$ cat config.mk
export PLATFORM = sky130hd
export DESIGN_NAME = wafold_ctrl
export DESIGN_NICKNAME = d
export VERILOG_FILES = /design/src/hdl/wafold_pkg.sv /design/src/hdl/wafold_ctrl.sv
export SDC_FILE = /design/constraint.sdc
export NUM_CORES = 1
export LEC_CHECK = 0
export BUFFER_PORTS_ARGS = -buffer_cell sky130_fd_sc_hd__buf_2
export CAP_MARGIN = 30
export CORE_AREA = 5 5 42 44
export CTS_CLUSTER_SIZE = 30
export DETAILED_ROUTE_END_ITERATION = 12
export DIE_AREA = 0 0 47 49
export GPL_TIMING_DRIVEN = 0
export HOLD_SLACK_MARGIN = 0.02
export SLEW_MARGIN = 10
export SYNTH_ARGS = -nofsm -noshare
export SYNTH_HDL_FRONTEND = slang
export SYNTH_SLANG_ARGS = --single-unit
$ cat constraint.sdc
create_clock -name aclk -period 1.09 [get_ports aclk]
set_input_delay 0.218 -clock aclk [delete_from_list [all_inputs] [get_ports aclk]]
set_output_delay 0.218 -clock aclk [all_outputs]
set_load 0.03 [all_outputs]
$ cat src/hdl/wafold_pkg.sv
// ----------------------------------------------------------------------------
// wafold_pkg
// Shared codes, field widths and controller/datapath interface types for the
// weighted overlap-add analysis fold block.
// ----------------------------------------------------------------------------
package wafold_pkg;

    // Field widths of the item and result channels
    localparam int MODE_W     = 2;
    localparam int COEF_IDX_W = 13;
    localparam int SAMPLE_W   = 24;
    localparam int BIN_W      = 10;
    localparam int FOLD_W     = 48;
    // Up to eight 24x24 products: a product needs 48 bits, eight of them 51
    localparam int ACC_W      = 51;

    // Configuration port
    localparam int CFG_IDX_W  = 2;
    localparam int CFG_DATA_W = 4;

    localparam logic [CFG_IDX_W-1:0] CFG_FFT_LEN_LOG2      = 2'd0;
    localparam logic [CFG_IDX_W-1:0] CFG_WINDOW_RATIO_LOG2 = 2'd1;
    localparam logic [CFG_IDX_W-1:0] CFG_OVERLAP_LOG2      = 2'd2;

    localparam logic [3:0] FFT_L2_RST   = 4'd10;
    localparam logic [1:0] RATIO_L2_RST = 2'd0;
    localparam logic [2:0] OVL_L2_RST   = 3'd2;

    // Item modes
    localparam logic [MODE_W-1:0] MODE_LOAD = 2'd0;
    localparam logic [MODE_W-1:0] MODE_PUSH = 2'd1;
    localparam logic [MODE_W-1:0] MODE_READ = 2'd2;

    // Result kinds
    localparam logic KIND_NOTE = 1'b0;
    localparam logic KIND_FOLD = 1'b1;

    localparam logic signed [FOLD_W-1:0] FOLD_MAX = 48'sh7FFF_FFFF_FFFF;
    localparam logic signed [FOLD_W-1:0] FOLD_MIN = 48'sh8000_0000_0000;

    // Controller to datapath
    typedef struct packed {
        logic latch;      // capture the input beat
        logic coef_we;    // write window coefficient
        logic hist_push;  // write sample, advance hop counters
        logic rd_setup;   // compute first term, clear accumulator
        logic rd_issue;   // read one term from both memories
        logic out_note;   // load hop notice into output register
        logic out_fold;   // load folded bin into output register
    } wafold_cmd_t;

    // Datapath to controller
    typedef struct packed {
        logic hop_hit;    // this push completes a hop
        logic term_more;  // another window term remains
        logic pipe_busy;  // multiply-accumulate pipe holds a term
        logic out_free;   // output register can take a result
    } wafold_sts_t;

endpackage

$ cat src/hdl/wafold_ctrl.sv
// ----------------------------------------------------------------------------
// wafold_ctrl
// Sequencer for loads, pushes and folded-bin reads; drives the datapath by
// command struct and watches its status.
// ----------------------------------------------------------------------------
module wafold_ctrl
    import wafold_pkg::*;
(
    input  logic              aclk,
    input  logic              aresetn,
    input  logic              s_valid,
    input  logic [MODE_W-1:0] s_mode,
    output logic              s_ready,
    input  wafold_sts_t       sts,
    output wafold_cmd_t       cmd
);

    localparam logic [2:0] ST_IDLE   = 3'd0;
    localparam logic [2:0] ST_LOAD   = 3'd1;
    localparam logic [2:0] ST_PUSH   = 3'd2;
    localparam logic [2:0] ST_NOTE   = 3'd3;
    localparam logic [2:0] ST_SETUP  = 3'd4;
    localparam logic [2:0] ST_FETCH  = 3'd5;
    localparam logic [2:0] ST_DRAIN  = 3'd6;
    localparam logic [2:0] ST_RESULT = 3'd7;

    logic [2:0] state_reg;
    logic [2:0] state_next;

    always_comb begin
        state_next = state_reg;
        cmd        = '0;
        s_ready    = 1'b0;
        unique case (state_reg)
            ST_IDLE: begin
                s_ready = 1'b1;
                if (s_valid) begin
                    cmd.latch = 1'b1;
                    unique case (s_mode)
                        MODE_LOAD: state_next = ST_LOAD;
                        MODE_PUSH: state_next = ST_PUSH;
                        MODE_READ: state_next = ST_SETUP;
                        default:   state_next = ST_IDLE;
                    endcase
                end
            end
            ST_LOAD: begin
                cmd.coef_we = 1'b1;
                state_next  = ST_IDLE;
            end
            ST_PUSH: begin
                cmd.hist_push = 1'b1;
                state_next    = sts.hop_hit ? ST_NOTE : ST_IDLE;
            end
            ST_NOTE: begin
                if (sts.out_free) begin
                    cmd.out_note = 1'b1;
                    state_next   = ST_IDLE;
                end
            end
            ST_SETUP: begin
                cmd.rd_setup = 1'b1;
                state_next   = ST_FETCH;
            end
            ST_FETCH: begin
                if (sts.term_more) begin
                    cmd.rd_issue = 1'b1;
                end else begin
                    state_next = ST_DRAIN;
                end
            end
            ST_DRAIN: begin
                if (!sts.pipe_busy) begin
                    state_next = ST_RESULT;
                end
            end
            ST_RESULT: begin
                if (sts.out_free) begin
                    cmd.out_fold = 1'b1;
                    state_next   = ST_IDLE;
                end
            end
            default: state_next = ST_IDLE;
        endcase
    end

    always_ff @(posedge aclk) begin
        if (!aresetn) begin
            state_reg <= ST_IDLE;
        end else begin
            state_reg <= state_next;
        end
    end

endmodule

==> results <==
- The TritonCTS clock tree is yes.
- Of the total power, the clock network draws 0.341.
- In the post-synthesis netlist, the biggest area contributors are sky130_fd_sc_hd__dfxtp_1 (22%), sky130_fd_sc_hd__nor3_1 (7.4%), sky130_fd_sc_hd__nor2_1 (5.6%), sky130_fd_sc_hd__o221a_2 (4.2%), sky130_fd_sc_hd__a21oi_1 (3.7%).
- The final-report hold violation count came to 0.
- The per-cell via count in the routed design is 4.838.
- The share of total power in combinational logic is 0.429.
- For this design the ratio of total power to cell area is 863.7 mW/mm².
- The largest area contributor in the netlist is sky130_fd_sc_hd__dfxtp_1.
- The number of placed instances, taps included, is 69.
- After floorplanning, the core was divided into 14 placement rows.
- The detailed-route DRC error count is 0.
- The final worst-path cycle share is 1.216.
- The synthesized area divided by synthesized cell count is 7.270 µm².
- The number of antenna violations at the first check in global routing came to 0.
- The weighted congestion reported at the end of routability-driven placement is 0.7320.
- In this run the most critical hold path is launched from aresetn.
- The slowest cell on the critical path is sky130_fd_sc_hd__dfxtp_4.
- The count of endpoints failing setup in the final report is 11.
- The worst-path maximum fanout is 6.
- The area growth from synthesis to layout is 144.7%.
- The DRC marker count from the first detailed-route iteration is 2.
- In this run the number of H-tree levels came out at 1.
- The number of maximum-capacitance constraint violations is 0.
- The maximum count of clock buffers along a single path is 2.
- The region available for standard cell placement spans 0.001401 mm².
- From bottom edge to top edge, the die measures 49 µm.
- The shortest period the worst path allows is 1.325 ns.
- The clock slew seen by the registers of the worst setup and hold paths is 0.04 ns.
- The worst register-to-register path begins at state_reg[1].
- The worst setup path is launched from a flop.
- In this run, synthesis produced a sequential element count of 3.
- In this run, distinct cell masters in the synthesized netlist total 25.
- The die extent in x is 47 µm.
- The detailed-router iteration count before antenna repair is 3.
- Buffers inserted to repair hold after CTS numbered 0.
- The number of port buffers is 16.
- The capturing element type of the critical path is an output pin.
- The die covers 0.002303 mm².
- The largest vdd supply drop is 0.6506 mV.
- The clock arrives with 0.001670 ns of skew.
- The HPWL after detailed placement is 711.8 µm.
- Setup repair after global routing could not meet its margin everywhere.
- The final reports fail on setup timing.
- In the final design database the tool counted 74 nets.
- The synthesized net count is 46.
- The flip-flop count of the largest register after layout is 3.
- In the final layout, the share of cells above drive strength 1 is 0.7031.
- The worst min-delay path category is input port to flop.
- For this run, the total global-route usage over all layers was measured as 0.09852.
- The post-route worst setup slack is -0.2349 ns.
- The required time at the endpoint of the critical path is 0.87 ns.
- Hold timing on the final database bottoms out at a slack of 0.2488 ns.
- The maximum number of pins on one net before global-route repair is 7.
- The count of final max-slew check failures is 0.
- The diode insertion count for antenna repair is 0.
- The share of the yosys chip area belonging to registers is 0.2233.
- In this run the tightest slew margin relative to its limit is 0.8482.
- The setup slack of the most critical reg-to-reg path is -0.20 ns.
- The overall via count from detail_route is 387.
- Fill cells in the final layout number 146.
- For hold timing, the worst endpoint is state_reg[2].
- The clock insertion delay at the later pin of the skew report is 0.23 ns.
- For this run, the top clock speed supported by timing is 754.8 MHz.
- The total leakage power is 0.2690 nW.
- The cell sitting at the root of the clock tree is a sky130_fd_sc_hd__clkbuf_4.
- Summing every instance area after synthesis gives 269.0 µm².
- The tree built by TritonCTS fans out to 3 sinks.
- In the final routed layout, each cell accounts on average for 13.13 µm.
- The first-pass GRT wire length is 1662 µm.
- The count of cells in the finished layout, fillers not included, comes to 80.
- The category of the most critical setup path is flop to output pin.
- Internal power comes to 375.7 µW.
- For this configuration, the core starts out at a cell density of 0.1920.
- The arrival time at the worst endpoint is 1.11 ns.
- The worst register-to-register path has a depth of 3.
- The worst hold path was traced through 2 stages.
- Of the post-synthesis cell area, the dominant cell type holds 0.2233.
- Clock tree synthesis inserted a total of 3 buffers.
- The top-level I/O count is 17.
- The footprint of the multi-input gates is 290.3 µm².
- The remaining global-route overflow is 0.
- The net switching power is 192.7 µW.
- The sequential group share of total power is 0.230.
- For the pin with the worst max-slew slack, the measured transition is 0.2261 ns.
- The flip-flop and latch area is 71.32 µm².
- Once detail routing completed, the nets flagged for antenna violations numbered 0.
- The number of global-route vias before repair was 387.
- For this block, the routed nets add up to 1050 µm of wire.
- The net switching share of the total power is 0.3390.
- The flow ran to the end, but the final reports show violations.
- The count of warnings emitted by yosys is 0.
- The capturing point of the worst reg2reg path is state_reg[1].
- In this design, the stage delay of the slowest critical-path cell is 0.37 ns.
- The cell count after synthesis came out at 37.
- Traced cell by cell, the critical path runs through buf_8, buf_12, nor2_4, buf_6.
## cell usage after synthesis
cell	number
sky130_fd_sc_hd__o221ai_1	1
sky130_fd_sc_hd__a21oi_1	2
sky130_fd_sc_hd__o221a_2	1
sky130_fd_sc_hd__nor3b_1	1
sky130_fd_sc_hd__or3_1	1
sky130_fd_sc_hd__o21ai_0	1
sky130_fd_sc_hd__a31oi_1	1
sky130_fd_sc_hd__a32oi_1	1
sky130_fd_sc_hd__dfxtp_1	3
sky130_fd_sc_hd__buf_2	2
sky130_fd_sc_hd__nor2b_1	1
sky130_fd_sc_hd__nor2_1	4
sky130_fd_sc_hd__nor4b_1	1
sky130_fd_sc_hd__a32o_1	1
sky130_fd_sc_hd__nand3_1	1
sky130_fd_sc_hd__nor3_1	4
sky130_fd_sc_hd__a21boi_0	1
sky130_fd_sc_hd__nand2b_1	1
sky130_fd_sc_hd__nand4b_1	1
sky130_fd_sc_hd__inv_1	2
sky130_fd_sc_hd__or4b_1	1
sky130_fd_sc_hd__a311oi_1	1
sky130_fd_sc_hd__clkbuf_1	1
sky130_fd_sc_hd__mux2i_1	1
sky130_fd_sc_hd__nand2_1	2
## placed cells by master (no fill, tap or decap), drive strengths merged
cell type	Yosys	routed
buf	2	25
clkbuf	1	5
nor2	4	4
nor3	4	4
dfxtp	3	3
inv	2	2
nand2	2	2
a21oi	2	2
nor3b	1	1
nand2b	1	1
nand3	1	1
nor4b	1	1
a32oi	1	1
nor2b	1	1
nand4b	1	1
o221ai	1	1
or4b	1	1
o21ai	1	1
a31oi	1	1
o221a	1	1
mux2i	1	1
or3	1	1
a21boi	1	1
a311oi	1	1
a32o	1	1
## cell families (layout without fill, tap and decap cells)
| family | after synthesis | count (layout) | share of synthesized area |
|---|---|---|---|
| buffers and inverters | 5 | 32 | 0.07907 |
| AO/OA/AOI/OAI | 10 | 10 | 0.2837 |
| flip-flops | 3 | 3 | 0.2233 |
| AND/OR/NAND/NOR | 18 | 18 | 0.3768 |
| multiplexers | 1 | 1 | 0.03721 |
## critical path: cells and delay by family (launching register included)
kind / cells / cell delay (ns)
buf+inv: 3 / 0.41
flops: 1 / 0.37
simple gates: 1 / 0.10
## metrics by stage
stage	power (mW)	util	cell area (µm²)	setup TNS, ns	setup slack [ns]
after floorplan	0.2642	-	370.4	-0.3719	-0.1132
after global placement	0.3135	0.3357	470.5	-1.070	-0.2469
after detailed placement	0.3148	0.3357	470.5	-1.124	-0.2523
after CTS	0.5711	0.4607	645.6	-2.078	-0.2372
after global routing	0.6040	0.4696	658.1	-2.502	-0.2725
final	0.5684	0.4696	658.1	-1.995	-0.2349
## cell type report
| cell class | count | share of cell area |
|---|---|---|
| flip-flops and latches | 3 | 0.1084 |
| multi-input cells | 29 | 0.4411 |
| well taps | 16 | 0.03042 |
| clock buffers | 4 | 0.03992 |
| inverters | 2 | 0.01141 |
| plain buffers | 3 | 0.08365 |
| repair buffers | 23 | 0.2852 |
## worst max path at each step
stage,startpoint,to,slack [ns],cells past startpoint
2_1_floorplan,state_reg[1],state_reg[1],-0.11,3
3_3_place_gp,state_reg[1],cmd[0],-0.25,4
3_5_place_dp,state_reg[1],cmd[0],-0.25,4
4_1_cts,state_reg[0],cmd[0],-0.24,4
5_1_grt,state_reg[0],cmd[1],-0.27,4
6_report,state_reg[2],cmd[1],-0.23,4
## routing by layer
| layer | vias to the layer above | routed length [µm] | global-route usage |
|---|---|---|---|
| met4 | 0 | 19 | 0.06912 |
| met1 | 169 | 443 | 0.1228 |
| li1 | 203 | - | - |
| met5 | - | 0 | 0 |
| met2 | 13 | 520 | 0.1471 |
| met3 | 2 | 68 | 0.01476 |
## repair_timing
| action | in CTS | in global routing |
|---|---|---|
| pin swaps | 3 | 5 |
| setup endpoints to repair | 11 | 11 |
| buffers inserted | 6 | 1 |
| resized for setup | 26 | 1 |
## power groups by stage
stage               Combinational [mW]  Clock, mW  Sequential, mW
floorplan                        0.133          0           0.131
global placement                 0.179          0           0.134
detailed placement               0.180          0           0.135
CTS                              0.238      0.203           0.131
global route                     0.260      0.212           0.132
finish                           0.244      0.194           0.130
No activity file was read; power rests on OpenSTA's default activity.
